### config.mk
export PLATFORM = sky130hd
export DESIGN_NAME = seven_segment_mux_pwm_driver
export DESIGN_NICKNAME = d
export VERILOG_FILES = /design/src/rtl/ssd_pkg.sv /design/src/rtl/ssd_front.sv /design/src/rtl/ssd_fifo.sv /design/src/rtl/ssd_back.sv /design/src/rtl/seven_segment_mux_pwm_driver.sv
export SDC_FILE = /design/constraint.sdc
export NUM_CORES = 1
export LEC_CHECK = 0
export BUFFER_PORTS_ARGS = -buffer_cell sky130_fd_sc_hd__buf_2
export CAP_MARGIN = 20
export CORE_MARGIN = 2
export CORE_UTILIZATION = 55
export DETAILED_ROUTE_END_ITERATION = 7
export GPL_TIMING_DRIVEN = 0
export PLACE_DENSITY = 0.82
export SETUP_SLACK_MARGIN = 0.1
export SYNTH_ARGS = -nofsm -noshare
export SYNTH_HDL_FRONTEND = slang
export SYNTH_SLANG_ARGS = --single-unit
### constraint.sdc
create_clock -name clk -period 11 [get_ports clk]
set_input_delay 1.1 -clock clk [delete_from_list [all_inputs] [get_ports clk]]
set_output_delay 1.1 -clock clk [all_outputs]
set_load 0.03 [all_outputs]
### src/rtl/ssd_pkg.sv
// Package for the multiplexed seven-segment display driver.
// Holds the transaction types, command and symbol codes and the segment table.
// No dependencies.
package ssd_pkg;

  localparam int unsigned BRIGHT_SLOTS_DEF = 10;
  localparam int unsigned DIGITS_DEF       = 4;
  localparam int unsigned QUEUE_DEPTH      = 2;

  localparam logic [16:0] DIV10_MUL   = 17'h0CCCD;
  localparam int unsigned DIV10_SHIFT = 19;

  localparam logic [15:0] LED_MASK = 16'h3000;

  typedef enum logic [1:0] {
    CMD_SHOW    = 2'd0,
    CMD_LED_ON  = 2'd1,
    CMD_LED_OFF = 2'd2
  } cmd_e;

  localparam logic [3:0] SYM_HYPHEN = 4'd10;
  localparam logic [3:0] SYM_BLANK  = 4'd11;

  typedef struct packed {
    logic [1:0]  command;
    logic [15:0] number;
    logic        hide;
    logic [2:0]  led_index;
  } in_item_t;

  typedef struct packed {
    logic [15:0] serial_word;
    logic        last_of_run;
  } out_item_t;

  typedef struct packed {
    logic        is_show;
    logic        led_on;
    logic [1:0]  led_bits;
    logic        hide;
    logic [15:0] number;
  } q_entry_t;

  function automatic logic [15:0] seg_of(input logic [3:0] sym);
    logic [15:0] seg;
    case (sym)
      4'd0:       seg = 16'h03F0;
      4'd1:       seg = 16'h0060;
      4'd2:       seg = 16'h05B0;
      4'd3:       seg = 16'h04F0;
      4'd4:       seg = 16'h0660;
      4'd5:       seg = 16'h06D0;
      4'd6:       seg = 16'h07D0;
      4'd7:       seg = 16'h0070;
      4'd8:       seg = 16'h07F0;
      4'd9:       seg = 16'h06F0;
      SYM_HYPHEN: seg = 16'h0400;
      default:    seg = 16'h0000;
    endcase
    return seg;
  endfunction

endpackage

### src/rtl/ssd_front.sv
// Front end of the display driver: accepts commands and classifies them.
// Produces queue entries for the back end and drops commands that emit nothing.
// Depends on ssd_pkg.
module ssd_front (
  input  logic              in_valid,
  input  ssd_pkg::in_item_t in_item,
  output logic              in_stall,
  input  logic              q_full,
  output logic              q_push,
  output ssd_pkg::q_entry_t q_entry
);
  import ssd_pkg::*;

  logic keep;

  always_comb begin
    keep             = 1'b0;
    q_entry.is_show  = 1'b0;
    q_entry.led_on   = 1'b0;
    q_entry.led_bits = 2'b00;
    q_entry.hide     = in_item.hide;
    q_entry.number   = in_item.number;
    unique case (in_item.command)
      CMD_SHOW: begin
        keep            = 1'b1;
        q_entry.is_show = 1'b1;
      end
      CMD_LED_ON, CMD_LED_OFF: begin
        keep           = ~in_item.led_index[2];
        q_entry.led_on = (in_item.command == CMD_LED_ON);
        case (in_item.led_index[1:0])
          2'd0:    q_entry.led_bits = 2'b01;
          2'd1:    q_entry.led_bits = 2'b10;
          2'd2:    q_entry.led_bits = 2'b11;
          default: q_entry.led_bits = 2'b00;
        endcase
      end
      default: keep = 1'b0;
    endcase
  end

  assign in_stall = q_full;
  assign q_push   = in_valid & ~q_full & keep;

endmodule

### src/rtl/ssd_fifo.sv
// Short queue between the front and back ends of the display driver.
// Register-based, one write and one read port, show-ahead read.
// Depends on ssd_pkg.
module ssd_fifo (
  input  logic              clk,
  input  logic              rst_n,
  input  logic              push,
  input  ssd_pkg::q_entry_t push_entry,
  output logic              full,
  input  logic              pop,
  output logic              head_valid,
  output ssd_pkg::q_entry_t head
);
  import ssd_pkg::*;

  localparam int unsigned PTR_W = (QUEUE_DEPTH > 1) ? $clog2(QUEUE_DEPTH) : 1;

  q_entry_t           mem_r [QUEUE_DEPTH];
  logic [PTR_W-1:0]   wr_ptr_r, wr_ptr_nxt;
  logic [PTR_W-1:0]   rd_ptr_r, rd_ptr_nxt;
  logic [PTR_W:0]     count_r, count_nxt;

  assign full       = (count_r == (PTR_W+1)'(QUEUE_DEPTH));
  assign head_valid = (count_r != '0);
  assign head       = mem_r[rd_ptr_r];

  always_comb begin
    wr_ptr_nxt = wr_ptr_r;
    rd_ptr_nxt = rd_ptr_r;
    count_nxt  = count_r;
    if (push) begin
      wr_ptr_nxt = (wr_ptr_r == PTR_W'(QUEUE_DEPTH - 1)) ? '0 : wr_ptr_r + 1'b1;
    end
    if (pop) begin
      rd_ptr_nxt = (rd_ptr_r == PTR_W'(QUEUE_DEPTH - 1)) ? '0 : rd_ptr_r + 1'b1;
    end
    if (push && !pop) begin
      count_nxt = count_r + 1'b1;
    end else if (pop && !push) begin
      count_nxt = count_r - 1'b1;
    end
  end

  always_ff @(posedge clk) begin
    if (!rst_n) begin
      wr_ptr_r <= '0;
      rd_ptr_r <= '0;
      count_r  <= '0;
    end else begin
      wr_ptr_r <= wr_ptr_nxt;
      rd_ptr_r <= rd_ptr_nxt;
      count_r  <= count_nxt;
    end
  end

  always_ff @(posedge clk) begin
    if (push) begin
      mem_r[wr_ptr_r] <= push_entry;
    end
  end

`ifndef NO_ASSERTIONS
  a_no_overflow: assert property (@(posedge clk) disable iff (!rst_n)
    push |-> !full)
    else $error("Queue written while full.");
  a_no_underflow: assert property (@(posedge clk) disable iff (!rst_n)
    pop |-> head_valid)
    else $error("Queue read while empty.");
  a_count_range: assert property (@(posedge clk) disable iff (!rst_n)
    count_r <= (PTR_W+1)'(QUEUE_DEPTH))
    else $error("Queue fill count out of range.");
`endif

endmodule

### src/rtl/ssd_back.sv
// Back end of the display driver: emits serial words from queued commands.
// Holds the brightness register, the last serial word and the output register.
// Depends on ssd_pkg.
module ssd_back #(
  parameter int unsigned BRIGHT_SLOTS = ssd_pkg::BRIGHT_SLOTS_DEF,
  parameter int unsigned DIGITS       = ssd_pkg::DIGITS_DEF
) (
  input  logic               clk,
  input  logic               rst_n,
  input  logic               cfg_valid,
  input  logic [3:0]         cfg_data,
  input  logic               head_valid,
  input  ssd_pkg::q_entry_t  head,
  output logic               pop,
  output logic               out_valid,
  output ssd_pkg::out_item_t out_item,
  input  logic               out_stall
);
  import ssd_pkg::*;

  localparam int unsigned SLOT_W = $clog2(BRIGHT_SLOTS);
  localparam int unsigned DIG_W  = (DIGITS > 1) ? $clog2(DIGITS) : 1;
  localparam logic [SLOT_W-1:0] SLOT_LAST = SLOT_W'(BRIGHT_SLOTS - 1);
  localparam logic [DIG_W-1:0]  DIG_LAST  = DIG_W'(DIGITS - 1);

  logic [3:0]        bright_r, bright_red;
  logic [15:0]       shift_word_r, shift_word_nxt;
  logic              busy_r, busy_nxt;
  logic [15:0]       n_r, n_nxt;
  logic              hide_r, hide_nxt;
  logic [DIG_W-1:0]  dig_r, dig_nxt;
  logic [SLOT_W-1:0] slot_r, slot_nxt;
  logic              out_valid_r, out_valid_nxt;
  out_item_t         out_item_r, out_item_nxt;

  logic              load;
  logic [15:0]       cur_n;
  logic              cur_hide;
  logic [DIG_W-1:0]  cur_dig;
  logic [SLOT_W-1:0] cur_slot;
  logic [33:0]       prod;
  logic [15:0]       quot;
  logic [15:0]       rem;
  logic [3:0]        sym;
  logic [1:0]        pos;
  logic              lit;
  logic              show_last;
  logic [15:0]       show_word;
  logic [15:0]       led_word;

  always_comb begin
    bright_red = '0;
    for (int v = 0; v < 16; v++) begin
      if (cfg_data == 4'(v)) begin
        bright_red = 4'(v % BRIGHT_SLOTS);
      end
    end
  end

  assign load     = ~out_valid_r | ~out_stall;
  assign cur_n    = busy_r ? n_r : head.number;
  assign cur_hide = busy_r ? hide_r : head.hide;
  assign cur_dig  = busy_r ? dig_r : '0;
  assign cur_slot = busy_r ? slot_r : '0;

  assign prod = {18'd0, cur_n} * {17'd0, DIV10_MUL};
  assign quot = {3'b000, prod[DIV10_SHIFT +: 13]};
  assign rem  = cur_n - {quot[12:0], 3'b000} - {quot[14:0], 1'b0};

  always_comb begin
    if (cur_dig == '0) begin
      sym = rem[3:0];
    end else if (cur_n == '0) begin
      sym = SYM_BLANK;
    end else if (cur_hide) begin
      sym = SYM_HYPHEN;
    end else begin
      sym = rem[3:0];
    end
  end

  assign pos       = 2'(DIGITS - 1) - 2'(cur_dig);
  assign lit       = (4'(cur_slot) <= bright_r);
  assign show_last = (cur_dig == DIG_LAST) & (cur_slot == SLOT_LAST);
  assign show_word = lit ? ((shift_word_r & LED_MASK) | {pos, 14'd0} | seg_of(sym))
                         : (shift_word_r & LED_MASK);
  assign led_word  = head.led_on ? (shift_word_r | {2'b00, head.led_bits, 12'd0})
                                 : (shift_word_r & ~{2'b00, head.led_bits, 12'd0});

  always_comb begin
    busy_nxt       = busy_r;
    n_nxt          = n_r;
    hide_nxt       = hide_r;
    dig_nxt        = dig_r;
    slot_nxt       = slot_r;
    shift_word_nxt = shift_word_r;
    out_valid_nxt  = out_valid_r;
    out_item_nxt   = out_item_r;
    pop            = 1'b0;
    if (load) begin
      out_valid_nxt = 1'b0;
      if (busy_r || (head_valid && head.is_show)) begin
        pop            = ~busy_r;
        shift_word_nxt = show_word;
        out_valid_nxt  = 1'b1;
        out_item_nxt   = '{serial_word: show_word, last_of_run: show_last};
        hide_nxt       = cur_hide;
        if (cur_slot == SLOT_LAST) begin
          slot_nxt = '0;
          dig_nxt  = cur_dig + 1'b1;
          n_nxt    = quot;
          busy_nxt = ~show_last;
        end else begin
          slot_nxt = cur_slot + 1'b1;
          dig_nxt  = cur_dig;
          n_nxt    = cur_n;
          busy_nxt = 1'b1;
        end
      end else if (head_valid) begin
        pop            = 1'b1;
        shift_word_nxt = led_word;
        out_valid_nxt  = 1'b1;
        out_item_nxt   = '{serial_word: led_word, last_of_run: 1'b1};
      end
    end
  end

  always_ff @(posedge clk) begin
    if (!rst_n) begin
      bright_r     <= '0;
      shift_word_r <= '0;
      busy_r       <= 1'b0;
      dig_r        <= '0;
      slot_r       <= '0;
      out_valid_r  <= 1'b0;
    end else begin
      if (cfg_valid) begin
        bright_r <= bright_red;
      end
      shift_word_r <= shift_word_nxt;
      busy_r       <= busy_nxt;
      dig_r        <= dig_nxt;
      slot_r       <= slot_nxt;
      out_valid_r  <= out_valid_nxt;
    end
  end

  always_ff @(posedge clk) begin
    n_r        <= n_nxt;
    hide_r     <= hide_nxt;
    out_item_r <= out_item_nxt;
  end

  assign out_valid = out_valid_r;
  assign out_item  = out_item_r;

`ifndef NO_ASSERTIONS
  a_no_pop_while_busy: assert property (@(posedge clk) disable iff (!rst_n)
    pop |-> !busy_r)
    else $error("Queue popped during a show run.");
  a_run_continues: assert property (@(posedge clk) disable iff (!rst_n)
    (load && busy_r && !show_last) |=> busy_r)
    else $error("Show run ended before its final word.");
  a_slot_range: assert property (@(posedge clk) disable iff (!rst_n)
    busy_r |-> (32'(slot_r) < BRIGHT_SLOTS) && (32'(dig_r) < DIGITS))
    else $error("Slot or digit counter out of range.");
  a_bright_range: assert property (@(posedge clk) disable iff (!rst_n)
    32'(bright_r) < BRIGHT_SLOTS)
    else $error("Brightness register out of range.");
`endif

endmodule

### src/rtl/seven_segment_mux_pwm_driver.sv
// Top level of the multiplexed seven-segment display driver.
// Instantiates ssd_front, ssd_fifo and ssd_back; depends on ssd_pkg.
//
// A show command produces DIGITS*BRIGHT_SLOTS serial words (40 by default), one
// per cycle, units digit first at the highest position; each digit spans
// BRIGHT_SLOTS words, lit in the slots up to the brightness value and dark in
// the rest. An LED command with a valid index produces one word; ignored
// commands produce none. The back-end word emitter sets the rate: one word per
// cycle when the output is not stalled. A two-entry queue decouples input
// acceptance, so commands are taken every cycle while it has room. The user must
// write brightness through the cfg port while the block is idle (not enforced).
module seven_segment_mux_pwm_driver #(
  parameter int unsigned BRIGHT_SLOTS = ssd_pkg::BRIGHT_SLOTS_DEF,
  parameter int unsigned DIGITS       = ssd_pkg::DIGITS_DEF
) (
  input  logic               clk,
  input  logic               rst_n,
  input  logic               cfg_valid,
  output logic               cfg_ready,
  input  logic [3:0]         cfg_data,
  input  logic               in_valid,
  input  ssd_pkg::in_item_t  in_item,
  output logic               in_stall,
  output logic               out_valid,
  output ssd_pkg::out_item_t out_item,
  input  logic               out_stall
);
  import ssd_pkg::*;

  logic     q_full;
  logic     q_push;
  q_entry_t q_entry;
  logic     q_pop;
  logic     q_head_valid;
  q_entry_t q_head;

  assign cfg_ready = 1'b1;

  ssd_front u_front (
    .in_valid (in_valid),
    .in_item  (in_item),
    .in_stall (in_stall),
    .q_full   (q_full),
    .q_push   (q_push),
    .q_entry  (q_entry)
  );

  ssd_fifo u_fifo (
    .clk        (clk),
    .rst_n      (rst_n),
    .push       (q_push),
    .push_entry (q_entry),
    .full       (q_full),
    .pop        (q_pop),
    .head_valid (q_head_valid),
    .head       (q_head)
  );

  ssd_back #(
    .BRIGHT_SLOTS (BRIGHT_SLOTS),
    .DIGITS       (DIGITS)
  ) u_back (
    .clk        (clk),
    .rst_n      (rst_n),
    .cfg_valid  (cfg_valid & cfg_ready),
    .cfg_data   (cfg_data),
    .head_valid (q_head_valid),
    .head       (q_head),
    .pop        (q_pop),
    .out_valid  (out_valid),
    .out_item   (out_item),
    .out_stall  (out_stall)
  );

endmodule
==> metrics.md <==
| Metric | Value |
|---|---|
| GRT Overall Usage | 23.6% |
| Initial antenna violation count | 0 |
| Worst-path maximum fanout | 10 |
| Worst Min Path Start | u_back.shift_word_r[14]$_SDFFE_PN0P_ |
| Post-DR vias/cell | 5.54 |
| Vias post-DR | 6605 |
| Placed cell area | 0.00994 mm2 |
| Tcrit/Tclk final | 82.0% |
| Grt ovf | 0 |
| Distinct cells, synth | 67 |
| Synth top area share | between 20% and 30% |
| IO buf count | 44 |
| Post-synth EDFFs | 71 |
| Fmax | 0.111 GHz |
| Post-synth top flop | edfxtp_1 |
| Seq cells post-synth | 99 |
| Most frequent cells in the layout | inv_1 (178), ha_1 (158), fa_1 (80), edfxtp_1 (71), nand2_1 (57) |
| Die Wd | 135 um |
| Post-CTS Hold Fix Bufs | 0 |
| Chip height | 135 um |
| Cell Count, Final, Fillers Out | 1192 |
| Startpoint Class | flip-flop |
| Fin Hold WS | 469 ps |
| Diodes inserted | 0 |
| Vias in the first global route | 6945 |
| First-pass GRT wire length | 33300 um |
| Clock transition at path regs | 70 ps |
| # DRC | 0 |
| Worst Setup End Kind | flip-flop |
| Synthesized area | 0.00940 mm2 |
| Skew final | 7.54 ps |
| Final hold viol count | 0 |
| Cell total after placement | between 1000 and 1500 |
| Worst reg2reg path depth | 27 |
| Measured slew at the worst slew-check pin | ~1100 ps |
| Final #Nets | 1236 |
| Kind of critical path | flip-flop to flip-flop |
| Min Tclk post-route | 9020 ps |
| Area leader, netlist | edfxtp_1 |
| CP required | between 10000 and 15000 ps |
| Register area share after synthesis | 28.6% |
| Proportion of layout cells with a drive suffix above 1 | 9.88% |
| Post-synthesis cell count | 905 |
| Num rows | between 40 and 50 |
| Core Region | 0.0166 mm2 |
| Final GP Congestion | 0.916 |
| Synth warn | 0 |
| CTS Sinks | 99 |
| Reg-to-Reg End | u_back.out_item[10]$_DFFE_PP_ |
| Final ANT Viol Nets | 0 |
| Fraction of registers with async set or reset after synthesis | 0% |
| Worst path arrival time | 9230 ps |
| Initial DRC count | 541 |
| Final setup fails | 0 |
| Postcts setup bufs | 0 |
| Syn-to-layout area delta | 9.13% |
| Root Buffer | clkbuf_16 |
| TritonCTS clock tree | done |
| Dpl hpwl | roughly 16000 um |
| R2R Setup Slk | 1980 ps |
| Post-route cell area | 0.0103 mm2 |
| Skew-Pair Late Insertion Delay | approximately 350 ps |
| Worst Hold Depth | 2 |
| DR pass1 iterations | 5 |
| RSZ-0062 raised after global routing | no |
| Area contributors post-synth | edfxtp_1 (23%), ha_1 (21%), fa_1 (17%), inv_1 (7.1%), dfxtp_1 (6.0%) |
| Longest Clk Path Bufs | 2 |
| Sink of the worst hold path | u_back.shift_word_r[14]$_SDFFE_PN0P_ |
| Initial Util | 56.5% |
| Max-slew violations | 0 |
| Status | complete, no violations |
| Commonest non-fill, non-tap cell in the layout | inv_1 |
| CTS Buf Count | 9 |
| Routed WL | 20100 um |
| H-Tree Depth | 3 |
| Die ar. | 0.0182 mm2 |
| Worst relative slew slack | a little over a quarter |
| Largest net degree at the start of global routing | 26 |
| Hold WC Path Type | flip-flop to flip-flop |
| Post-Synthesis Mean Instance Area | 10.4 um2 |
| Post-CTS sizing | 0 |
| Top Ports | 51 |
| Avg WL per Cell | 16.8 um |
| Setup_tns | 0 ps |
| Max cap viols | 0 |
## metal layers
| layer | global-route usage [%] | share of wire, % | up-vias | wire (um) |
|---|---|---|---|---|
| met3 | 5.26 | 5.5 | 48 | 1100 |
| met4 | 9.36 | 3.4 | 0 | 686 |
| met5 | 0 | 0 | - | 0 |
| met1 | 29.7 | 42 | 3207 | 8450 |
| li1 | - | - | 3136 | - |
| met2 | 39.7 | 49 | 214 | 9830 |
## state kept, by name, indices dropped and copies added (netlist names), named ones only
signal and flops:
u_fifo.mem_r 42, u_fifo.rd_ptr_r 1, u_back.busy_r 1, u_back.n_r 16
u_back.out_valid 1, u_back.hide_r 1, u_back.dig_r 2, u_back.shift_word_r 11
u_fifo.wr_ptr_r 1, u_fifo.count_r 2, u_back.slot_r 4, u_back.out_item 12
u_back.bright_r 4
## critical path, cell delays in order, from the launching register on
cell and delay [ps]:
dfxtp_1 330, buf_6 130, clkbuf_1 480, clkbuf_1 580, mux2i_1 280, nor2_1 80, a21oi_1 620, inv_1 250
ha_1 410, fa_1 570, fa_1 430, fa_1 540, fa_1 500, fa_1 470, ha_1 440, inv_1 110
o41ai_1 370, a311o_1 290, inv_1 90, nand2_1 130, xnor2_1 180, ha_1 320, xnor2_1 480, nand2_1 190
o21ai_0 180, nand2_1 70, mux2_2 290, nand2_1 70
## logic make-up (layout without fill, tap and decap cells)
group | Yosys count | in the layout | share of synthesized area [%]
buf+inv | 204 | 267 | 8.48
flops | 99 | 99 | 28.6
other cells | 2 | 6 | 0.0799
xor+xnor | 26 | 26 | 2.82
simple gates | 170 | 170 | 8.93
fa+ha+maj | 238 | 238 | 38.1
mux | 33 | 33 | 3.78
compound gates | 133 | 133 | 9.21
## synth_stat cells (5+ instances only)
library cell,number
dfxtp_1,28
mux2i_1,25
ha_1,158
clkbuf_1,16
a21oi_1,32
inv_1,178
nor2b_1,14
nand3_1,11
o21ai_0,36
nand4_1,6
mux2_2,6
xnor2_1,12
a22oi_1,5
and2_1,14
nand2_1,57
xor2_1,12
o21a_1,5
buf_4,6
a21o_1,14
a211oi_1,5
edfxtp_1,71
nor2_1,38
or2_2,5
fa_1,80
nor3_1,8
## worst max path at each step
stage | start | slack [ps] | cells past startpoint | end
2_1_floorplan | flip-flop | 3300 | 29 | u_back.out_item[11]$_DFFE_PP_
3_3_place_gp | flip-flop | 2100 | 29 | u_back.out_item[11]$_DFFE_PP_
3_5_place_dp | flip-flop | 2170 | 28 | u_back.out_item[10]$_DFFE_PP_
4_1_cts | flip-flop | 2100 | 27 | u_back.out_item[10]$_DFFE_PP_
5_1_grt | flip-flop | 1390 | 26 | u_back.out_item[8]$_DFFE_PP_
6_report | flip-flop | 1980 | 27 | u_back.out_item[10]$_DFFE_PP_
## stage by stage
stage	setup WS (ps)	util, %
final	1980	61.6
after global routing	1390	61.6
after CTS	2100	61.6
after detailed placement	2170	59.7
after global placement	2100	59.6
after floorplan	3300	-
## final cells by class
| type | instances | area (um2) |
|---|---|---|
| Multi-Input combinational cell | 606 | 5930 |
| Clock inverter | 7 | 92.6 |
| Clock buffer | 9 | 225 |
| Buffer | 25 | 125 |
| Timing Repair Buffer | 47 | 248 |
| Sequential cell | 99 | 2690 |
| Tap cell | 220 | 275 |
| Fill cell | 1302 | 6380 |
| Inverter | 179 | 672 |
Power is not shown: default switching activity piles up to over one toggle a cycle in this logic, so the estimate is an artifact.
